`src/sv/spk_pkg.sv`:
```
// ----------------------------------------------------------------------------
// spk_pkg
// shared widths, register map and configuration type of the shelf packer
// ----------------------------------------------------------------------------
package spk_pkg;

	localparam int LEN_W   = 20;   // lengths, widths and heights
	localparam int GAP_W   = 17;   // part gap
	localparam int OFS_W   = 21;   // signed bounding box offsets
	localparam int POS_W   = 23;   // signed placement coordinates
	localparam int IDX_W   = 6;    // sheet index on the result
	localparam int TAG_W   = 8;    // part and copy numbers
	localparam int ADDR_W  = 4;    // apb byte address
	localparam int DATA_W  = 32;   // apb data

	// register indexes on paddr[3:2]
	localparam logic [1:0] REG_SHEET_WIDTH  = 2'd0;
	localparam logic [1:0] REG_SHEET_HEIGHT = 2'd1;
	localparam logic [1:0] REG_PART_GAP     = 2'd2;

	localparam logic [LEN_W-1:0] SHEET_WIDTH_RST  = LEN_W'(120000);
	localparam logic [LEN_W-1:0] SHEET_HEIGHT_RST = LEN_W'(60000);
	localparam logic [GAP_W-1:0] PART_GAP_RST     = GAP_W'(500);

	typedef struct packed {
		logic [LEN_W-1:0] sheet_width;
		logic [LEN_W-1:0] sheet_height;
		logic [GAP_W-1:0] part_gap;
	} cfg_t;

	typedef struct packed {
		logic [LEN_W-1:0] top;
		logic [LEN_W-1:0] height;
		logic [LEN_W-1:0] used_width;
	} shelf_t;

endpackage

```
`src/sv/spk_cfg.sv`:
```
// ----------------------------------------------------------------------------
// spk_cfg
// apb register file holding sheet size and part gap
// ----------------------------------------------------------------------------
module spk_cfg (
	input  logic                       clk,
	input  logic                       arst_n,
	input  logic                       psel,
	input  logic                       penable,
	input  logic                       pwrite,
	input  logic [spk_pkg::ADDR_W-1:0] paddr,
	input  logic [spk_pkg::DATA_W-1:0] pwdata,
	output logic [spk_pkg::DATA_W-1:0] prdata,
	output logic                       pready,
	output spk_pkg::cfg_t              cfg
);
	import spk_pkg::*;

	cfg_t       cfg_q;
	logic       wr_en;
	logic [1:0] reg_idx;

	assign pready  = 1'b1;
	assign reg_idx = paddr[3:2];
	assign wr_en   = psel & penable & pwrite & pready;

	always_ff @(posedge clk or negedge arst_n) begin
		if (!arst_n) begin
			cfg_q.sheet_width  <= SHEET_WIDTH_RST;
			cfg_q.sheet_height <= SHEET_HEIGHT_RST;
			cfg_q.part_gap     <= PART_GAP_RST;
		end else if (wr_en) begin
			unique case (reg_idx)
				REG_SHEET_WIDTH:  cfg_q.sheet_width  <= pwdata[LEN_W-1:0];
				REG_SHEET_HEIGHT: cfg_q.sheet_height <= pwdata[LEN_W-1:0];
				REG_PART_GAP:     cfg_q.part_gap     <= pwdata[GAP_W-1:0];
				default: ;
			endcase
		end
	end

	always_comb begin
		unique case (reg_idx)
			REG_SHEET_WIDTH:  prdata = DATA_W'(cfg_q.sheet_width);
			REG_SHEET_HEIGHT: prdata = DATA_W'(cfg_q.sheet_height);
			REG_PART_GAP:     prdata = DATA_W'(cfg_q.part_gap);
			default:          prdata = '0;
		endcase
	end

	assign cfg = cfg_q;

endmodule

```
`config.mk`:
```
export PLATFORM = sky130hd
export DESIGN_NAME = spk_cfg
export DESIGN_NICKNAME = d
export VERILOG_FILES = /design/src/sv/spk_pkg.sv /design/src/sv/spk_cfg.sv
export SDC_FILE = /design/constraint.sdc
export NUM_CORES = 1
export LEC_CHECK = 0
export BUFFER_PORTS_ARGS = -buffer_cell sky130_fd_sc_hd__buf_2
export CORE_MARGIN = 5
export CORE_UTILIZATION = 50
export DETAILED_ROUTE_END_ITERATION = 8
export PLACE_DENSITY = 0.85
export SYNTH_ARGS = -nofsm -noshare
export SYNTH_HDL_FRONTEND = slang
export SYNTH_SLANG_ARGS = --single-unit
```
`constraint.sdc`:
```
create_clock -name clk -period 2.6 [get_ports clk]
set_clock_uncertainty 0.05 [all_clocks]
set_input_delay 0.65 -clock clk [delete_from_list [all_inputs] [get_ports clk]]
set_output_delay 0.65 -clock clk [all_outputs]
set_load 0.1 [all_outputs]
```
Yosys cells after proc, flatten, opt, wreduce, memory -nomap -nowiden
Index checks and enable logic that the tools add are counted.
{ "op_classes": {"n_eq_ne": 2, "reduce_logical": 4, "n_mux": 1, "bitwise": 2} }
{ "ops": {"columns": ["operator", "count"], "rows": [
  ["20-bit one-hot mux with 3 select lines", 1],
  ["2-bit AND reduction", 3],
  ["1-bit AND", 2],
  ["2-bit by 1-bit == test with 1-bit output (second input constant)", 1],
  ["2-bit == test (second input constant)", 1],
  ["2-bit logical NOT", 1]
]} }
{ "totals": {"input_bits": 41, "register_bits": 57, "out_inout_bits": 90} }

Logic depth before layout (Yosys ltp)
Gate-level depths: netlist of the first run.
{ "logic_depth": {"ltp_word": 3, "ltp_mapped": 6} }

Least setup slack after synthesis of the first run
No wires, ideal clock.
{ "synth_timing": {"path_kind": "input -> output", "start": "in paddr[2] in the netlist's numbering", "end": "out prdata[0] in the netlist's numbering", "stages": 4, "slack_ns": -1.407, "arrival_ns": 3.307, "path_cell_list": "buf_2 -> buf_2 -> mux2i_1 -> o21ai_0"} }
{ "synth_between": {"elab_chain_cells": 2, "word_cells_on_any_way": 4, "cone_classes": "eq/ne (2); mux (1); reduce/logical (1)"} }
{ "synth_lines": {"columns": ["element", "line_no", "text"], "rows": [
  ["from (decl)", "spk_cfg.sv:11", "input logic [spk_pkg::ADDR_W-1:0] paddr,"],
  ["2-bit == test, or another cell as far along", "spk_cfg.sv:43", "unique case (reg_idx)"],
  ["20-bit one-hot mux with 3 select lines *", "spk_cfg.sv:43", null],
  ["to (decl)", "spk_cfg.sv:13", "output logic [spk_pkg::DATA_W-1:0] prdata,"]
]} }
Every way passes the cells marked *; elsewhere a longest branch is shown, timed or not.

Worst setup path after layout of the first run
{ "layout_timing": {"start": "in paddr[2] in the netlist's numbering", "end": "out prdata[4] in the netlist's numbering"} }
The elaborated chain is that of the path after synthesis.

==> results.md, run 1 <==
- Outcome: complete, no violations
- Synthesized instance count: 203
- Number of global-route vias before repair: 2240
- Final WL: 6.96 mm
- Drt first-iter violations: 48
- Nets@finish: 353
- Fillers: 358
- CTS tree: done
- GPL Wtd Cong: 0.753
- Max Freq: 430 MHz
- Pin count of the biggest net entering global routing: 33
- Final worst-path cycle share: 89.5%
- Max reg flops: 57
- Arr. time, crit path: 1.63 ns
- Min-Delay Path Class: in -> async
- Final ANT Viol Nets: 0
- Die Y: 84.3 um
- TritonCTS Buffers: 9
- Worst-Margin Slew: 0.612 ns
- Die area: 7100 um2
- Crit Path Class: in -> out
- Resized cells post-CTS: 0
- DR vias: 1997
- Commonest non-fill, non-tap cell in the layout: buf_2
- Finished Layout Cells: 389
- Fin Setup TNS: 0 ns
- Slew HR: 59.2%
- Post-synth top area share: 33.6%
- Fraction of layout cells with a size suffix above 1: 71.9%
- Leakage power: 0.00197 uW
- Hold-fix buffers, CTS: 0
- Crit path required time: 1.90 ns
- YS warnings: 0
- Sequential share of the synthesized area: 52.7%
- Most area-hungry cell type in the Yosys netlist: dfrtp_1
- RSZ-0062 raised after global routing: no
- Startpoint types: primary input
- Root Buffer: clkbuf_8
- R2R Path Start: cfg[0]$_DFFE_PN0P_
- DRC Markers: 0
- PD cells: 1330 nW/um2
- Cells on worst reg2reg path: 1
- IO Count: 131
- RR Endpoint: cfg[0]$_DFFE_PN0P_
- Peak VDD IR: 0.855 mV
- # port buffers: 103
- DRT Pass-1 Iters: 4
- Clock slew at reported path FFs: 0.07 ns
- Mean area per synthesized cell: 13.6 um2
- Clk_lat worst skew: 0.32 ns
- CTS sink count: 57
- Most frequent cells in the layout: buf_2, mux2_2, dfrtp_1
- Setup Buffers After CTS: 0
- Flip-flop and latch count after synthesis: 57
- Area overhead of the layout relative to synthesis: 48.3%
- CTS H-tree lvls: 3
- Critical Path Fanout Max: 14
- Initial core utilization: 50.7%
- Min Clock Period, post-route: 2.33 ns
- Diodes inserted: 0
- Row cnt: 27
- Total GRT Usage: 20.3%
- First-pass GRT wire length: 11.4 mm
- Inst Count DP: 373
- Final Hold Viols: 0
- CP Capture Type: output pin
- CP Launch Point: paddr[2]
- Mapped Area: 2760 um2
- Max Cap Viol: 0
- Pins Over Slew Limit: 0
- Area of the multi-input gates: 1380 um2
- Largest cells by area after synthesis: dfrtp_1, dfstp_2, mux2_2, mux2_4, mux2i_1
- Max Root-Sink Buffers: 2
- FF-to-FF setup slack: 1.74 ns
- Average wire per standard cell: 17.9 um
- Die width: 84.3 um
- Initial antenna violation count: 0
- Detail Placement HPWL: 5.22 mm
- Critical Path Sink: prdata[4]
- Core area: 5440 um2
- Setup violations, final: 0
- Overflow left after global routing: 0
- Post-DR vias/cell: 5.13
- Cell variety after synth: 18
- FF+latch area: 1450 um2
how the worst min path moves through the flow:
stage	from	end	slack (ns)	cells past startpoint
after detailed placement	cfg[12]$_DFFE_PN0P_	cfg[12]$_DFFE_PN0P_	0.47	1
after global routing	arst_n	cfg[20]$_DFFE_PN0P_	0.32	1
after global placement	cfg[38]$_DFFE_PN0P_	cfg[38]$_DFFE_PN0P_	0.46	1
final	arst_n	cfg[20]$_DFFE_PN0P_	0.28	1
after CTS	arst_n	cfg[20]$_DFFE_PN0P_	0.29	1
after floorplan	arst_n	cfg[0]$_DFFE_PN0P_	0.30	0
cell usage after synthesis, drive strengths merged:
library cell,number
nor3,1
o21ai,17
dfrtp,37
dfstp,20
conb,2
nand3,1
clkbuf,3
nand2,17
buf,22
nor2,3
nor3b,1
mux2,57
or3b,1
mux2i,20
nor2b,1
area by class of cell:
type | instances | share of cell area, %
well taps | 72 | 2.20
flip-flops and latches | 57 | 35.5
repair buffers | 112 | 22.5
clock inverters | 5 | 2.51
clock buffers | 11 | 3.46
multi-input cells | 132 | 33.8
through the flow:
| step | cell area, um2 | power (uW) | hold slack (ns) | setup WS, ns | util, % |
|---|---|---|---|---|---|
| final | 4090 | 5440 | 0.276 | 0.273 | 75.2 |
| after global routing | 4090 | 5610 | 0.324 | 0.198 | 75.2 |
| after detailed placement | 3840 | 4460 | 0.468 | 0.236 | 70.7 |
| after global placement | 3840 | 4400 | 0.462 | 0.288 | 70.7 |
| after floorplan | 3000 | 3830 | 0.304 | -0.133 | - |
| after CTS | 4090 | 5480 | 0.292 | 0.235 | 75.2 |
routing by layer:
layer	global-route usage (%)	up-vias	wire length, um
li1	-	904	-
met5	0	-	0
met2	35.7	78	3610
met4	6.58	0	97
met1	22.8	1006	2620
met3	7.26	9	634
power by group:
group | leakage [uW] | switching [uW] | internal, uW
Sequential | 0.000663 | 162 | 1150
Combinational | 0.00119 | 2440 | 670
Clock | 0.000120 | 348 | 662
cell families after synthesis:
| kind of cell | synth area share (%) |
|---|---|
| buf+inv | 6.13 |
| simple gates | 4.58 |
| other cells | 0.272 |
| mux | 33.3 |
| flops | 52.7 |
| compound gates | 3.09 |
worst max-delay path, stage by stage:
cell     delay, ns
buf_2         0.13
nor2b_1       0.19
buf_4         0.25
nand2_1       0.12
o21ai_4       0.09
buf_12        0.19
(Power assumes the default switching activity.)
==> run 2, diff against run 1 <==
Settings changed: TNS_END_PERCENT from default to 5.
Clock period 2.6 ns to 2.8 ns, I/O delays scaled along.
==> results.md, run 2 (synthesis results as in run 1) <==
- Placed Area: 3730 um2 (-2.9%)
- Average wire per standard cell: 18.0 um (+0.53%)
- Post-Place Setup Slack: 0.317 ns (+0.0812 ns)
- Crit Path Class: in -> out
- Arr. time, crit path: 1.71 ns (+0.08 ns)
- Internal Power: 2080 uW (-16%)
- Die Y: 84.3 um (unchanged)
- RSZ-0062 raised after global routing: no
- Met2 Use GR: 36.7% (+1.1 points)
- Max reg flops: 57 (unchanged)
- Die area: 7100 um2 (unchanged)
- Critical Path Fanout Max: 9 (-5)
- Clock slew at reported path FFs: 0.06 ns (about the same)
- DRC Markers: 0 (unchanged)
- CP Capture Type: output pin
- CTS H-tree lvls: 3 (unchanged)
- Core area: 5440 um2 (unchanged)
- Post-Layout Inst Area: 3920 um2 (-4.0%)
- Drt first-iter violations: 47 (-2.1%)
- Min Clock Period, post-route: 2.46 ns
- Root Buffer: clkbuf_8
- Final ANT Viol Nets: 0 (unchanged)
- Setup Buffers After CTS: 0 (unchanged)
- Startpoint types: primary input
- DR vias: 2022 (+1.3%)
- WHS: 0.376 ns (+0.100 ns)
- Final worst-path cycle share: 87.9%
- Die width: 84.3 um (unchanged)
- Nets@finish: 357 (+1.1%)
- Worst-Margin Slew: 0.736 ns (+0.124 ns)
- Row cnt: 27 (unchanged)
- Setup violations, final: 0 (unchanged)
- M1 GR Usage: 24.3% (+1.5 points)
- PD cells: 1220 nW/um2 (-8.1%)
- Total GRT Usage: 21.2% (+0.92 points)
- TritonCTS Buffers: 9 (unchanged)
- Final WL: 7.07 mm (+1.6%)
- Hold-fix buffers, CTS: 0 (unchanged)
- Commonest non-fill, non-tap cell in the layout: buf_2
- Logic gate share of total power: 59.2% (+1.9 points)
- Detail Placement HPWL: 5.17 mm (-0.89%)
- Resized cells post-CTS: 0 (unchanged)
- Most frequent cells in the layout: buf_2, mux2_2, dfrtp_1
- Pins Over Slew Limit: 0 (unchanged)
- Area overhead of the layout relative to synthesis: 42.4%
- Max Cap Viol: 0 (unchanged)
- Post-DR vias/cell: 5.15 (+0.22%)
- Leakage power: 0.00195 uW (-1.0%)
- GRT met3 Usage: 6.67% (-0.59 points)
- Slew HR: 50.9% (-8.3 points)
- Crit path required time: 2.05 ns (+0.15 ns)
- Peak VDD IR: 0.781 mV (-8.6%)
- CTS sink count: 57 (unchanged)
- Global route hottest layer: met2
- DRT Pass-1 Iters: 6 (+2)
- Overflow left after global routing: 0 (unchanged)
- Min-Delay Path Class: in -> async
- Number of global-route vias before repair: 2237 (-0.13%)
- Clock Power Share: 15.3% (-3.3 points)
- Initial core utilization: 50.7% (unchanged)
- Sequential share of power: 25.5% (+1.4 points)
- Final Hold Viols: 0 (unchanged)
- Max Freq: 406 MHz
- Finished Layout Cells: 393 (+1.0%)
- Fraction of layout cells with a size suffix above 1: 72.6% (+0.66 points)
- First-pass GRT wire length: 11.6 mm (+1.9%)
- Outcome: complete, no violations
- GPL Wtd Cong: 0.722 (-4.1%)
- IO Count: 131 (unchanged)
- Pin count of the biggest net entering global routing: 34 (+3.0%)
- Inst Count DP: 377 (+1.1%)
- CTS tree: done
- Final WS setup: 0.338 ns (+0.0656 ns)
- Initial antenna violation count: 0 (unchanged)
- Clk_lat worst skew: 0.33 ns (about the same)
- Max Root-Sink Buffers: 2 (unchanged)
- Psw: 2710 uW (-8.2%)
- Diodes inserted: 0 (unchanged)
- Net Sw Frac: 56.6% (+2.2 points)
- # port buffers: 103 (unchanged)
- Post-Route Utilization: 72.1% (-3.0 points)
[run 2: per-stage QoR]
step	total power, uW	setup TNS [ns]
finish	4800	0
global route	4960	0
CTS	4830	0
detailed placement	4080	0
global placement	4040	0
floorplan	3500	-0.621
[run 2: final timing paths]
kind                                             to  slack [ns]                 from  cells after the start
worst max-delay path                     prdata[10]        0.34             paddr[2]                      5
worst min-delay path            cfg[40]$_DFFE_PN0P_        0.38               arst_n                      1
worst max register to register  cfg[33]$_DFFE_PN0P_        1.95  cfg[33]$_DFFE_PN0P_                      1
worst min register to register  cfg[19]$_DFFE_PN0P_        0.48  cfg[19]$_DFFE_PN0P_                      1
max in group asynchronous        cfg[2]$_DFFE_PN1P_        1.56               arst_n                      2
min in group clk                cfg[19]$_DFFE_PN0P_        0.48  cfg[19]$_DFFE_PN0P_                      1
[run 2: power by group through the flow]
stage	clock network, uW	registers (uW)	logic [uW]
after CTS	749	1220	2860
after global placement	0	1220	2820
after detailed placement	0	1230	2850
after global routing	795	1250	2910
final	733	1220	2840
after floorplan	0	2650	857
[run 2: worst max-delay path, stage by stage]
cell and delay (ns):
buf_2 0.28, buf_4 0.22, mux2i_1 0.23, o21ai_2 0.10, buf_12 0.17
[run 2: routing by layer]
| metal | vias up | wire length, um | part of all wire [%] |
|---|---|---|---|
| met3 | 11 | 601 | 8.5 |
| met1 | 1005 | 2820 | 40 |
| met2 | 91 | 3550 | 50 |
| li1 | 915 | - | - |
| met4 | 0 | 105 | 1.5 |
| met5 | - | 0 | 0 |
[run 2: area by class of cell]
| type | instances | area [um2] |
|---|---|---|
| sequential | 57 | 1450 |
| multi-input combinational | 132 | 1260 |
| clock inverter | 2 | 10.0 |
| tap | 72 | 90.1 |
| clock buffer | 14 | 183 |
| timing repair buffer | 116 | 926 |
| fill | 383 | 1520 |
